$ cat config.mk
export PLATFORM = sky130hd
export DESIGN_NAME = search_and_pid_align
export DESIGN_NICKNAME = d
export VERILOG_FILES = /design/src/hdl/spa_pkg.sv /design/src/hdl/search_and_pid_align.sv /design/src/hdl/spa_pid.sv
export SDC_FILE = /design/constraint.sdc
export NUM_CORES = 2
export LEC_CHECK = 0
export ABC_AREA = 0
export BUFFER_PORTS_ARGS = -buffer_cell sky130_fd_sc_hd__buf_2
export CORE_UTILIZATION = 40
export DETAILED_ROUTE_END_ITERATION = 12
export PLACE_DENSITY_LB_ADDON = 0.05
export SYNTH_ARGS = -nofsm -noshare
export SYNTH_HDL_FRONTEND = slang
export SYNTH_SLANG_ARGS = --single-unit
export TNS_END_PERCENT = 1
$ cat constraint.sdc
create_clock -name clk_i -period 7.9 [get_ports clk_i]
set_input_delay 1.58 -clock clk_i [delete_from_list [all_inputs] [get_ports clk_i]]
set_output_delay 1.58 -clock clk_i [all_outputs]
set_load 0.02 [all_outputs]
$ cat src/hdl/spa_pkg.sv
// shared types, constants and reset values for the search and pid align block
package spa_pkg;

  localparam int unsigned FrameWidthPx = 640;

  localparam int unsigned CfgIdxW  = 3;
  localparam int unsigned CfgDataW = 20;

  typedef enum logic [1:0] {
    MODE_SEARCH = 2'd0,
    MODE_ALIGN  = 2'd1,
    MODE_DONE   = 2'd2,
    MODE_FAIL   = 2'd3
  } mode_e;

  typedef enum logic [CfgIdxW-1:0] {
    CFG_TARGET_CLASS    = 3'd0,
    CFG_SEARCH_RATE     = 3'd1,
    CFG_ALIGN_THRESHOLD = 3'd2,
    CFG_GAIN_P          = 3'd3,
    CFG_GAIN_I_TICK     = 3'd4,
    CFG_GAIN_D_TICK     = 3'd5,
    CFG_OUTPUT_LIMIT    = 3'd6,
    CFG_SEARCH_TIMEOUT  = 3'd7
  } cfg_idx_e;

  localparam logic [7:0]         RstTargetClass    = 8'd0;
  localparam logic signed [15:0] RstSearchRate     = 16'sd1638;
  localparam logic [9:0]         RstAlignThreshold = 10'd7;
  localparam logic [19:0]        RstGainP          = 20'd83886;
  localparam logic [19:0]        RstGainITick      = 20'd524;
  localparam logic [19:0]        RstGainDTick      = 20'd419430;
  localparam logic [14:0]        RstOutputLimit    = 15'd2048;
  localparam logic [15:0]        RstSearchTimeout  = 16'd600;

  // one frame-end request handed to the pid datapath
  typedef struct packed {
    logic               is_pid;
    logic signed [15:0] fixed_rate;
    logic [1:0]         status;
    logic [9:0]         held_x;
    logic [9:0]         held_w;
    logic signed [10:0] err;
    logic signed [23:0] esum;
    logic signed [11:0] derr;
  } pid_req_t;

  typedef struct packed {
    logic [19:0] gain_p;
    logic [19:0] gain_i;
    logic [19:0] gain_d;
    logic [14:0] limit;
  } pid_cfg_t;

endpackage

$ cat src/hdl/search_and_pid_align.sv
// target search and pid turn alignment, top level
//
//   channel   | signals                                   | moves
//   ----------+-------------------------------------------+-------------------------
//   in        | in_valid_i / in_ready_o                   | one detection request
//   out       | out_valid_o / out_ready_i                 | one turn-rate command
//   cfg       | cfg_we_i, cfg_idx_i, cfg_data_i           | register write, no wait
//
// one request accepted per cycle while in_ready_o is high; frame and pid state settle at the accept edge
// a frame_end request has its command on the output after passing, in order, the
// request register, the product register and the output register
// other requests give no command; reset clears mode, counters and the held box
// a stalled output holds its command; three commands wait, then the input stalls
module search_and_pid_align #(
  parameter int unsigned FrameWidth = spa_pkg::FrameWidthPx
) (
  input  logic                         clk_i,
  input  logic                         rst_ni,
  input  logic                         cfg_we_i,
  input  logic [spa_pkg::CfgIdxW-1:0]  cfg_idx_i,
  input  logic [spa_pkg::CfgDataW-1:0] cfg_data_i,
  input  logic                         in_valid_i,
  output logic                         in_ready_o,
  input  logic                         has_detection_i,
  input  logic [7:0]                   class_id_i,
  input  logic [9:0]                   box_x_i,
  input  logic [9:0]                   box_w_i,
  input  logic                         frame_end_i,
  output logic                         out_valid_o,
  input  logic                         out_ready_i,
  output logic [15:0]                  turn_rate_o,
  output logic [1:0]                   status_o,
  output logic [9:0]                   matched_x_o,
  output logic [9:0]                   matched_w_o
);

  localparam logic signed [12:0] HalfW = 13'(FrameWidth / 2);

  // configuration
  logic [7:0]         target_class_q;
  logic signed [15:0] search_rate_q;
  logic [9:0]         align_threshold_q;
  logic [19:0]        gain_p_q, gain_i_q, gain_d_q;
  logic [14:0]        output_limit_q;
  logic [15:0]        search_timeout_q;

  // frame state
  spa_pkg::mode_e     mode_q, mode_d;
  logic [15:0]        ticks_q, ticks_d;
  logic signed [23:0] esum_q, esum_d;
  logic signed [10:0] last_err_q, last_err_d;
  logic               matched_q, matched_d;
  logic [9:0]         held_x_q, held_x_d, held_w_q, held_w_d;

  logic               s1_v_q;
  spa_pkg::pid_req_t  s1_q, s1_d;
  spa_pkg::pid_cfg_t  pid_cfg;
  logic               pid_ready;
  logic               accept;

  logic               match_now, matched;
  logic signed [12:0] diff;
  logic signed [10:0] err;
  logic [10:0]        mag;
  logic               aligned;
  logic signed [23:0] base_sum;
  logic signed [10:0] base_last;
  logic signed [24:0] sum25;
  logic signed [23:0] esum_new;

  assign in_ready_o = !s1_v_q || pid_ready;
  assign accept     = in_valid_i && in_ready_o;

  always_ff @(posedge clk_i or negedge rst_ni) begin
    if (!rst_ni) begin
      target_class_q    <= spa_pkg::RstTargetClass;
      search_rate_q     <= spa_pkg::RstSearchRate;
      align_threshold_q <= spa_pkg::RstAlignThreshold;
      gain_p_q          <= spa_pkg::RstGainP;
      gain_i_q          <= spa_pkg::RstGainITick;
      gain_d_q          <= spa_pkg::RstGainDTick;
      output_limit_q    <= spa_pkg::RstOutputLimit;
      search_timeout_q  <= spa_pkg::RstSearchTimeout;
    end else if (cfg_we_i) begin
      case (spa_pkg::cfg_idx_e'(cfg_idx_i))
        spa_pkg::CFG_TARGET_CLASS:    target_class_q    <= cfg_data_i[7:0];
        spa_pkg::CFG_SEARCH_RATE:     search_rate_q     <= cfg_data_i[15:0];
        spa_pkg::CFG_ALIGN_THRESHOLD: align_threshold_q <= cfg_data_i[9:0];
        spa_pkg::CFG_GAIN_P:          gain_p_q          <= cfg_data_i[19:0];
        spa_pkg::CFG_GAIN_I_TICK:     gain_i_q          <= cfg_data_i[19:0];
        spa_pkg::CFG_GAIN_D_TICK:     gain_d_q          <= cfg_data_i[19:0];
        spa_pkg::CFG_OUTPUT_LIMIT:    output_limit_q    <= cfg_data_i[14:0];
        spa_pkg::CFG_SEARCH_TIMEOUT:  search_timeout_q  <= cfg_data_i[15:0];
        default: ;
      endcase
    end
  end

  always_comb begin
    match_now = (mode_q == spa_pkg::MODE_SEARCH || mode_q == spa_pkg::MODE_ALIGN)
                && has_detection_i && (class_id_i == target_class_q) && !matched_q;
    matched   = matched_q || match_now;
    held_x_d  = match_now ? box_x_i : held_x_q;
    held_w_d  = match_now ? box_w_i : held_w_q;

    // pixel error of the box centre
    diff = HalfW - $signed({3'b000, held_x_d}) - $signed({4'b0000, held_w_d[9:1]});
    if (diff > 13'sd1023) begin
      err = 11'sd1023;
    end else if (diff < -13'sd1024) begin
      err = -11'sd1024;
    end else begin
      err = diff[10:0];
    end
    mag     = err[10] ? (~err + 11'd1) : err;
    aligned = mag < {1'b0, align_threshold_q};

    base_sum  = (mode_q == spa_pkg::MODE_SEARCH) ? 24'sd0 : esum_q;
    base_last = (mode_q == spa_pkg::MODE_SEARCH) ? 11'sd0 : last_err_q;
    sum25     = {base_sum[23], base_sum} + 25'(err);
    if (sum25 > 25'sd8388607) begin
      esum_new = 24'sd8388607;
    end else if (sum25 < -25'sd8388608) begin
      esum_new = -24'sd8388608;
    end else begin
      esum_new = sum25[23:0];
    end

    mode_d     = mode_q;
    ticks_d    = ticks_q;
    esum_d     = esum_q;
    last_err_d = last_err_q;
    matched_d  = frame_end_i ? 1'b0 : matched;

    s1_d            = '0;
    s1_d.fixed_rate = 16'sd0;
    s1_d.held_x     = held_x_d;
    s1_d.held_w     = held_w_d;
    s1_d.err        = err;
    s1_d.esum       = esum_new;
    s1_d.derr       = 12'(err) - 12'(base_last);

    if ((mode_q == spa_pkg::MODE_SEARCH || mode_q == spa_pkg::MODE_ALIGN) && matched) begin
      esum_d     = base_sum;
      last_err_d = base_last;
      if (aligned) begin
        mode_d = spa_pkg::MODE_DONE;
      end else begin
        mode_d      = spa_pkg::MODE_ALIGN;
        esum_d      = esum_new;
        last_err_d  = err;
        s1_d.is_pid = 1'b1;
      end
    end else if (mode_q == spa_pkg::MODE_SEARCH) begin
      if (ticks_q >= search_timeout_q) begin
        mode_d = spa_pkg::MODE_FAIL;
      end else begin
        ticks_d         = ticks_q + 16'd1;
        s1_d.fixed_rate = search_rate_q;
      end
    end else if (mode_q == spa_pkg::MODE_ALIGN) begin
      mode_d          = spa_pkg::MODE_SEARCH;
      ticks_d         = 16'd0;
      s1_d.fixed_rate = search_rate_q;
    end
    s1_d.status = mode_d;
  end

  always_ff @(posedge clk_i or negedge rst_ni) begin
    if (!rst_ni) begin
      mode_q     <= spa_pkg::MODE_SEARCH;
      ticks_q    <= '0;
      esum_q     <= '0;
      last_err_q <= '0;
      matched_q  <= 1'b0;
      held_x_q   <= '0;
      held_w_q   <= '0;
      s1_v_q     <= 1'b0;
    end else begin
      if (accept) begin
        matched_q <= matched_d;
        held_x_q  <= held_x_d;
        held_w_q  <= held_w_d;
        if (frame_end_i) begin
          mode_q     <= mode_d;
          ticks_q    <= ticks_d;
          esum_q     <= esum_d;
          last_err_q <= last_err_d;
        end
      end
      if (in_ready_o) begin
        s1_v_q <= accept && frame_end_i;
      end
    end
  end

  always_ff @(posedge clk_i) begin
    if (accept && frame_end_i) begin
      s1_q <= s1_d;
    end
  end

  assign pid_cfg.gain_p = gain_p_q;
  assign pid_cfg.gain_i = gain_i_q;
  assign pid_cfg.gain_d = gain_d_q;
  assign pid_cfg.limit  = output_limit_q;

  spa_pid u_pid (
    .clk_i       (clk_i),
    .rst_ni      (rst_ni),
    .req_valid_i (s1_v_q),
    .req_ready_o (pid_ready),
    .req_i       (s1_q),
    .cfg_i       (pid_cfg),
    .out_valid_o (out_valid_o),
    .out_ready_i (out_ready_i),
    .turn_rate_o (turn_rate_o),
    .status_o    (status_o),
    .matched_x_o (matched_x_o),
    .matched_w_o (matched_w_o)
  );

endmodule

$ cat src/hdl/spa_pid.sv
// pid datapath: registered products, then sum, rounding and output clamp; non-pid requests pass their fixed rate
module spa_pid (
  input  logic              clk_i,
  input  logic              rst_ni,
  input  logic              req_valid_i,
  output logic              req_ready_o,
  input  spa_pkg::pid_req_t req_i,
  input  spa_pkg::pid_cfg_t cfg_i,
  output logic              out_valid_o,
  input  logic              out_ready_i,
  output logic [15:0]       turn_rate_o,
  output logic [1:0]        status_o,
  output logic [9:0]        matched_x_o,
  output logic [9:0]        matched_w_o
);

  logic               s2_v_q;
  logic signed [31:0] prod_p_q;
  logic signed [44:0] prod_i_q;
  logic signed [32:0] prod_d_q;
  logic               is_pid_q;
  logic signed [15:0] fixed_rate_q;
  logic [1:0]         status_q;
  logic [9:0]         x_q, w_q;

  logic               out_v_q;
  logic [15:0]        rate_q;
  logic [1:0]         out_status_q;
  logic [9:0]         out_x_q, out_w_q;

  logic               out_rdy, s2_rdy;
  logic signed [46:0] sum_d;
  logic signed [38:0] quot;
  logic signed [38:0] lim_pos, lim_neg;
  logic signed [15:0] clamped;

  assign out_rdy     = !out_v_q || out_ready_i;
  assign s2_rdy      = !s2_v_q || out_rdy;
  assign req_ready_o = s2_rdy;

  // products
  always_ff @(posedge clk_i or negedge rst_ni) begin
    if (!rst_ni) begin
      s2_v_q <= 1'b0;
    end else if (s2_rdy) begin
      s2_v_q <= req_valid_i;
    end
  end

  always_ff @(posedge clk_i) begin
    if (s2_rdy && req_valid_i) begin
      prod_p_q     <= $signed({1'b0, cfg_i.gain_p}) * $signed(req_i.err);
      prod_i_q     <= $signed({1'b0, cfg_i.gain_i}) * $signed(req_i.esum);
      prod_d_q     <= $signed({1'b0, cfg_i.gain_d}) * $signed(req_i.derr);
      is_pid_q     <= req_i.is_pid;
      fixed_rate_q <= req_i.fixed_rate;
      status_q     <= req_i.status;
      x_q          <= req_i.held_x;
      w_q          <= req_i.held_w;
    end
  end

  // sum, round half up, clamp
  always_comb begin
    sum_d   = 47'(prod_p_q) + 47'(prod_i_q) + 47'(prod_d_q) + 47'sd128;
    quot    = sum_d[46:8];
    lim_pos = $signed({24'd0, cfg_i.limit});
    lim_neg = -lim_pos;
    if (quot > lim_pos) begin
      clamped = lim_pos[15:0];
    end else if (quot < lim_neg) begin
      clamped = lim_neg[15:0];
    end else begin
      clamped = quot[15:0];
    end
  end

  always_ff @(posedge clk_i or negedge rst_ni) begin
    if (!rst_ni) begin
      out_v_q <= 1'b0;
    end else if (out_rdy) begin
      out_v_q <= s2_v_q;
    end
  end

  always_ff @(posedge clk_i) begin
    if (out_rdy && s2_v_q) begin
      rate_q       <= is_pid_q ? clamped : fixed_rate_q;
      out_status_q <= status_q;
      out_x_q      <= x_q;
      out_w_q      <= w_q;
    end
  end

  assign out_valid_o = out_v_q;
  assign turn_rate_o = rate_q;
  assign status_o    = out_status_q;
  assign matched_x_o = out_x_q;
  assign matched_w_o = out_w_q;

endmodule
* Word level (Yosys, flattened, before mapping)
Cells that the tools add are included. W data, S select, Z words.
Operators by class: add/sub/neg operators 10, multipliers 3, div/mod/pow operators 0, magnitude comparators 8, equality and inequality tests 10, shift-type cells 0, mux-type cells 27, bitwise logic cells 2, reduce and logical (&&, ||, !) cells 31
Operators by type and width (count):
- $mux W16 | 9
- $mux W24 | 4
- $mux W11 | 5
- $add A46 B33 Y47 | 1
- $add A47 B9 Y47 const B | 1
- $add A32 B45 Y46 | 1
- $mul A21 B24 Y45 | 1
- $gt A39 B16 Y1 | 1
- $lt A39 B39 Y1 | 1
- $neg A15 Y39 | 1
- $mul A21 B12 Y33 | 1
- $mul A21 B11 Y32 | 1
- $add A24 B11 Y25 | 1
- $gt A25 B24 Y1 const B | 1
- $lt A25 B24 Y1 const B | 1
- $mux W10 | 2
- $reduce_and A2 Y1 | 9
- $add A16 B1 Y16 const B | 1
- $ge A16 B16 Y1 | 1
- $eq A3 B3 Y1 const B | 4
- $gt A12 B11 Y1 const B | 1
- $lt A12 B11 Y1 const B | 1
- $sub A11 B10 Y12 | 1
- $sub A11 B11 Y12 | 1
- other kinds (20) | 40
Storage, ports and cells: register bits 475, bits in latches 0, bits in writable memories 0, ROM bits 0, bits of input ports 58, word-level logic and storage cells 129, memories kept 0

* Logic depth before layout (Yosys ltp)
depth after elaboration 17, depth in mapped cells 43, depth with buffers taken out 37

* Modules after synthesis
Synthesis repeated with hierarchy kept, for this count alone.
Unflattened totals: cells, all modules 6059, area, all modules 59689.7 µm²
Modules (own cells, without submodules):
- spa_pid | instances 1, cells each 4661, area an instance 44416.3 µm²
- search_and_pid_align | instances 1, cells each 1398, area an instance 15273.4 µm²

* Worst setup path after synthesis
No wires, ideal clock.
kind input -> register, from input has_detection_i, to register s1_q[26] (netlist bit) (data pin), library setup time 260 ps, arrival 8712 ps, data required time 7640 ps, setup slack -1073 ps, cell stages on the path 35, path buffers 5, cell sequence nor2b_2 and4_1 nand3_2 buf_2 buf_1 mux2i_1 ha_1 nand2_1 a31oi_1 a221o_1 nand2_1 xnor2_1 ha_1 a2111oi_1 a21oi_1 or2_1 o211a_1 buf_4 inv_2 clkbuf_1 o21a_1 nor2_1 ha_1 a311oi_1 o31ai_1 o211ai_2 nor3_1 a311o_1 a41oi_2 a2111oi_4 o311ai_4 a21oi_2 a31oi_4 buf_2 o21ai_1
On the way: longest elaborated chain between the ends 13
RTL lines:
- start: declaration | RTL line search_and_pid_align.sv:24 | input logic has_detection_i,
- $logic_and A1 B1 Y1 * (3 in series) | RTL line search_and_pid_align.sv:101 | && has_detection_i && (class_id_i == target_class_q) && !matched_q;
- $mux W10 | RTL line search_and_pid_align.sv:103 | held_x_d = match_now ? box_x_i : held_x_q;
- $sub A9 B10 Y11 | RTL line search_and_pid_align.sv:107 | diff = HalfW - $signed({3'b000, held_x_d}) - $signed({4'b0000, held_w_d[9:1]});
- $sub A11 B10 Y12 * | RTL line search_and_pid_align.sv:107
- $lt A12 B11 Y1 | RTL line search_and_pid_align.sv:110 | end else if (diff < -13'sd1024) begin
- $mux W11 | RTL line search_and_pid_align.sv:110
- $mux W11 * | RTL line search_and_pid_align.sv:108 | if (diff > 13'sd1023) begin
- net err[0] | RTL line search_and_pid_align.sv:63 | logic signed [10:0] err;
- $add A24 B11 Y25 * | RTL line search_and_pid_align.sv:120 | sum25 = {base_sum[23], base_sum} + 25'(err);
- $lt A25 B24 Y1 | RTL line search_and_pid_align.sv:123 | end else if (sum25 < -25'sd8388608) begin
- $mux W24 | RTL line search_and_pid_align.sv:123
- $mux W24 * | RTL line search_and_pid_align.sv:121 | if (sum25 > 25'sd8388607) begin
- net esum_new[14] | RTL line search_and_pid_align.sv:69 | logic signed [23:0] esum_new;
- end signal: assignment | RTL line search_and_pid_align.sv:199 | s1_q <= s1_d;
- end: declaration | RTL line search_and_pid_align.sv:56 | spa_pkg::pid_req_t s1_q, s1_d;
The timed path passes the listed nets; every way through them passes the cells marked *. A chain may end at the register's enable or synchronous reset.

* Final worst setup path
from register s1_q[22] (netlist bit), to register u_pid.prod_i_q[44] (data pin)
On the way: longest elaborated chain between the ends 1
RTL lines:
- $mul A21 B24 Y45 | RTL line spa_pid.sv:53 | prod_i_q <= $signed({1'b0, cfg_i.gain_i}) * $signed(req_i.esum);
- end signal: assignment | RTL line spa_pid.sv:53
- end: declaration | RTL line spa_pid.sv:19 | logic signed [44:0] prod_i_q;
No other way between the ends.

==> run_results.csv <==
group,metric,value,unit
outcome,status,"finished with violations",
outcome,violations,"DRC",
logic_synthesis,yosys_most_used_dff,"edfxtp_1",
placed_design,dp_hpwl,134,mm
clock_tree,cts_buffers,66,
logic_synthesis,synth_compound_area_share,7.38,%
logic_synthesis,async_flop_share,42.5,%
clock_tree,cts-htree-levels,3,
critical_path,crit_slowest_cell,"edfxtp_1",
logic_synthesis,synth_mux_area_share,2.85,%
logic_synthesis,synth_top_family_by_area,"adder cells",
logic_synthesis,yosysTopAreaCell,"fa_1",
global_route,antenna_found_initial,18,
die,core,144000,um^2
critical_path,startpoint_type,"flop",
final_layout,layout-drive-gt1-share,14.6,%
final_layout,syn_to_final_growth,13.9,%
logic_synthesis,yosys.cell_types.count,103,
timing,fin_crit,7.69,ns
critical_path,worst_path_most_repeated_cell,"fa_1",
detailed_routing,vias,40386,
final_layout,stdcell_count,8065,
logic_synthesis,synth_fa_ha_area_share,41.3,%
logic_synthesis,yosysWarnings,0,
clock_tree,hold_buffers,0,
placed_design,port_buffers,97,
die,ioPinCount,98,
logic_synthesis,ys_seq_area_share,23.0,%
detailed_routing,drcViolationCount,27,
logic_synthesis,synthTopCellsByArea,"fa_1, edfxtp_1, ha_1",
worst_hold_path,hp-class,"reg2reg",
detailed_routing,firstDrtPassIters,9,
timing,slew_headroom,24.4,%
timing,fin_ws,0.209,ns
logic_synthesis,ys_ff_latch,475,
timing,grt_setup_unrepaired,"yes",
global_route,grt_pass1_wl,261,mm
final_layout,num-nets-final,7540,
global_route,grt-ovfl-total,0,
detailed_routing,drt_iter0_drc,2098,
worst_hold_path,hold_start,"s1_q[67]$_DFFE_PP_",
critical_path,critPathMaxFanout,7,
global_route,grt_max_degree,146,
timing,finalSetupTns,0,ns
critical_path,crit_arrival,8.09,ns
final_layout,regArea,13300,um^2
critical_path,r2r_start,"s1_q[22]$_DFFE_PP_",
critical_path,worstSetupStartpoint,"s1_q[22]$_DFFE_PP_",
timing,fin_crit_sh,97.4,%
timing,worstMarginPinSlew,1.13,ns
clock_tree,cts_root_buf,"clkbuf_16",
logic_synthesis,syn_area_per_cell,10.0,um^2
placed_design,numPlacedInstances,7922,
critical_path,cp.required,8.30,ns
global_route,grt_pass1_vias,43285,
global_route,gr-usage-all-layers,23.5,%
clock_tree,clkSinkCount,475,
logic_synthesis,synth_nets,7227,
die,start_util,40.3,%
clock_tree,cts_tree,"yes",
critical_path,max_stage_delay,0.56,ns
timing,hold_viol,0,
logic_synthesis,synth_area,57900,um^2
critical_path,worst-setup-path-type,"reg2reg",
final_layout,multiInputGateArea,40400,um^2
timing,skew,0.0589,ns
timing,setup_viol,0,
timing,max_freq,130,MHz
job,max_cap_violations,0,
logic_synthesis,synth-edff-count,273,
die,die_area,146000,um^2
detailed_routing,route.detailed.wl_per_inst,20.7,um
logic_synthesis,yosysTopAreaCellShare,30.4,%
die,dieHeight,383,um
logic_synthesis,syn_inst,5786,
placed_design,post-place-ws,-0.605,ns
final_layout,finish.utilization,45.9,%
final_layout,fillerInstances,13930,
detailed_routing,antenna_left,0,
timing,maxSlewViolCount,0,
placed_design,routabilityCongestion,0.859,
logic_synthesis,synth_xor_area_share,2.89,%
detailed_routing,vias_per_cell,5.01,
detailed_routing,wirelength,167,mm
logic_synthesis,synth-simple-area-share,14.2,%
clock_tree,clockBufferDepth,3,
critical_path,worstSetupEndpointType,"flop",
clock_tree,worst_skew_pair.late_latency,0.69,ns
clock_tree,clk_pin_slew,0.06,ns
die,die_x,383,um
die,rows,139,
==> final timing paths <==
path,end,slack [ns],cells past startpoint
setup / recovery,u_pid.prod_i_q[44]$_DFFE_PP_,0.21,30
hold / removal,u_pid.status_q[0]$_DFFE_PP_,0.41,0
setup reg to reg,u_pid.prod_i_q[44]$_DFFE_PP_,0.21,30
hold reg to reg,u_pid.status_q[0]$_DFFE_PP_,0.41,0
max in group asynchronous,search_rate_q[14]$_DFFE_PN0P_,5.68,2
min in group asynchronous,esum_q[16]$_DFFE_PN0P_,0.87,1
==> metrics by stage <==
| stage | area, um^2 | hold slack [ns] |
|---|---|---|
| 2_1_floorplan | 58300 | 0.400 |
| 6_report | 66000 | 0.415 |
| 3_3_place_gp | 63200 | 0.401 |
| 4_1_cts | 65600 | 0.414 |
| 5_1_grt | 66000 | 0.418 |
| 3_5_place_dp | 63200 | 0.405 |
==> logic make-up (layout without fill, tap and decap cells) <==
kind of cell,Yosys count,count (layout)
DFF,475,475
and+or+nand+nor,1680,1681
AOI/OAI and AO/OA,622,622
adders and majority gates,1387,1387
buffers and inverters,1282,1648
xor gates and xnor gates,191,191
muxes,149,149
other,0,9
==> cell usage in the layout, fill, tap and decap left out, types with 22 or more instances in the layout <==
cell type / count
edfxtp_1: 273
o21a_1: 29
and2_1: 452
fa_1: 877
nand2b_1: 78
mux2i_1: 23
nor2b_1: 55
nor3_1: 59
a21oi_1: 154
mux2_2: 123
buf_2: 96
inv_1: 1040
clkbuf_16: 67
xor2_1: 46
nand3_1: 46
a211oi_1: 23
ha_1: 497
nand4_1: 22
xnor2_1: 136
nor2_1: 190
a21o_1: 58
o21ai_0: 118
buf_4: 367
dfrtp_1: 163
nand2_1: 670
dfstp_2: 37
==> synth_stat cells, types with 8 or more instances <==
cell type  instances
nor2_1           200
and2_1           455
or2_2             11
nor3_1            63
a21boi_0          18
nand3_1           47
a22o_1            21
a211oi_1          30
and3_1            19
inv_1           1041
mux2_2           123
o211ai_1          10
a31oi_1           25
nand2_1          673
o311ai_0           8
mux2i_1           25
o21a_1            30
xnor2_1          144
xor2_1            47
a21oi_1          164
fa_1             879
nand2b_1          81
clkbuf_1         224
edfxtp_1         273
a21o_1            58
nor2b_1           56
o31ai_1           13
a22oi_1            8
nand4_1           22
o21ai_1           11
o21ai_0          121
ha_1             504
or3_1             14
dfstp_2           37
nor4_1             9
dfrtp_1          165
==> registers in the layout (all words and copies together), names as in the netlist, 15 cells and up <==
signal and count:
gain_p_q 20, output_limit_q 15, u_pid.prod_d_q 33, search_timeout_q 16, u_pid.prod_p_q 32, gain_d_q 20
u_pid.turn_rate_o 16, s1_q 86, search_rate_q 16, u_pid.fixed_rate_q 16, gain_i_q 20, u_pid.prod_i_q 45
esum_q 24, ticks_q 16
==> worst max-delay path, delay by kind of cell (launching register included) <==
| family | cells | cell delay (ns) |
|---|---|---|
| adder cells (fa/ha/maj) | 8 | 3.71 |
| flip-flops | 1 | 0.56 |
| XOR/XNOR | 1 | 0.10 |
| AND/OR/NAND/NOR | 4 | 0.44 |
| buffers and inverters | 6 | 0.48 |
| AO/OA/AOI/OAI | 11 | 2.07 |
==> routing by layer <==
layer	wire length, um	vias to the layer above	global-route usage [%]
met5	13	-	0
met1	78200	20514	33.3
met3	9420	139	3.68
met4	3070	2	5.16
li1	-	18964	-
met2	76100	767	37.7
==> final cells by class <==
| type | instances | share of cell area (%) |
|---|---|---|
| antenna | 9 | 0.0341 |
| clock buffer | 87 | 2.73 |
| clock inverter | 35 | 0.829 |
| inverter | 1042 | 5.93 |
| multi-input combinational | 4030 | 61.2 |
| sequential | 475 | 20.2 |
| tap | 1903 | 3.61 |
| timing repair buffer | 484 | 5.51 |
==> timing repair <==
item,in CTS,in global routing
setup endpoints to repair,1,90
gates resized for setup,2,61
cloned,0,1
pin swaps,0,18
buffers inserted,0,11
Power is left out: the tool's default activity adds up to more than one toggle a clock period on the data nets, which glitch-free logic cannot reach.
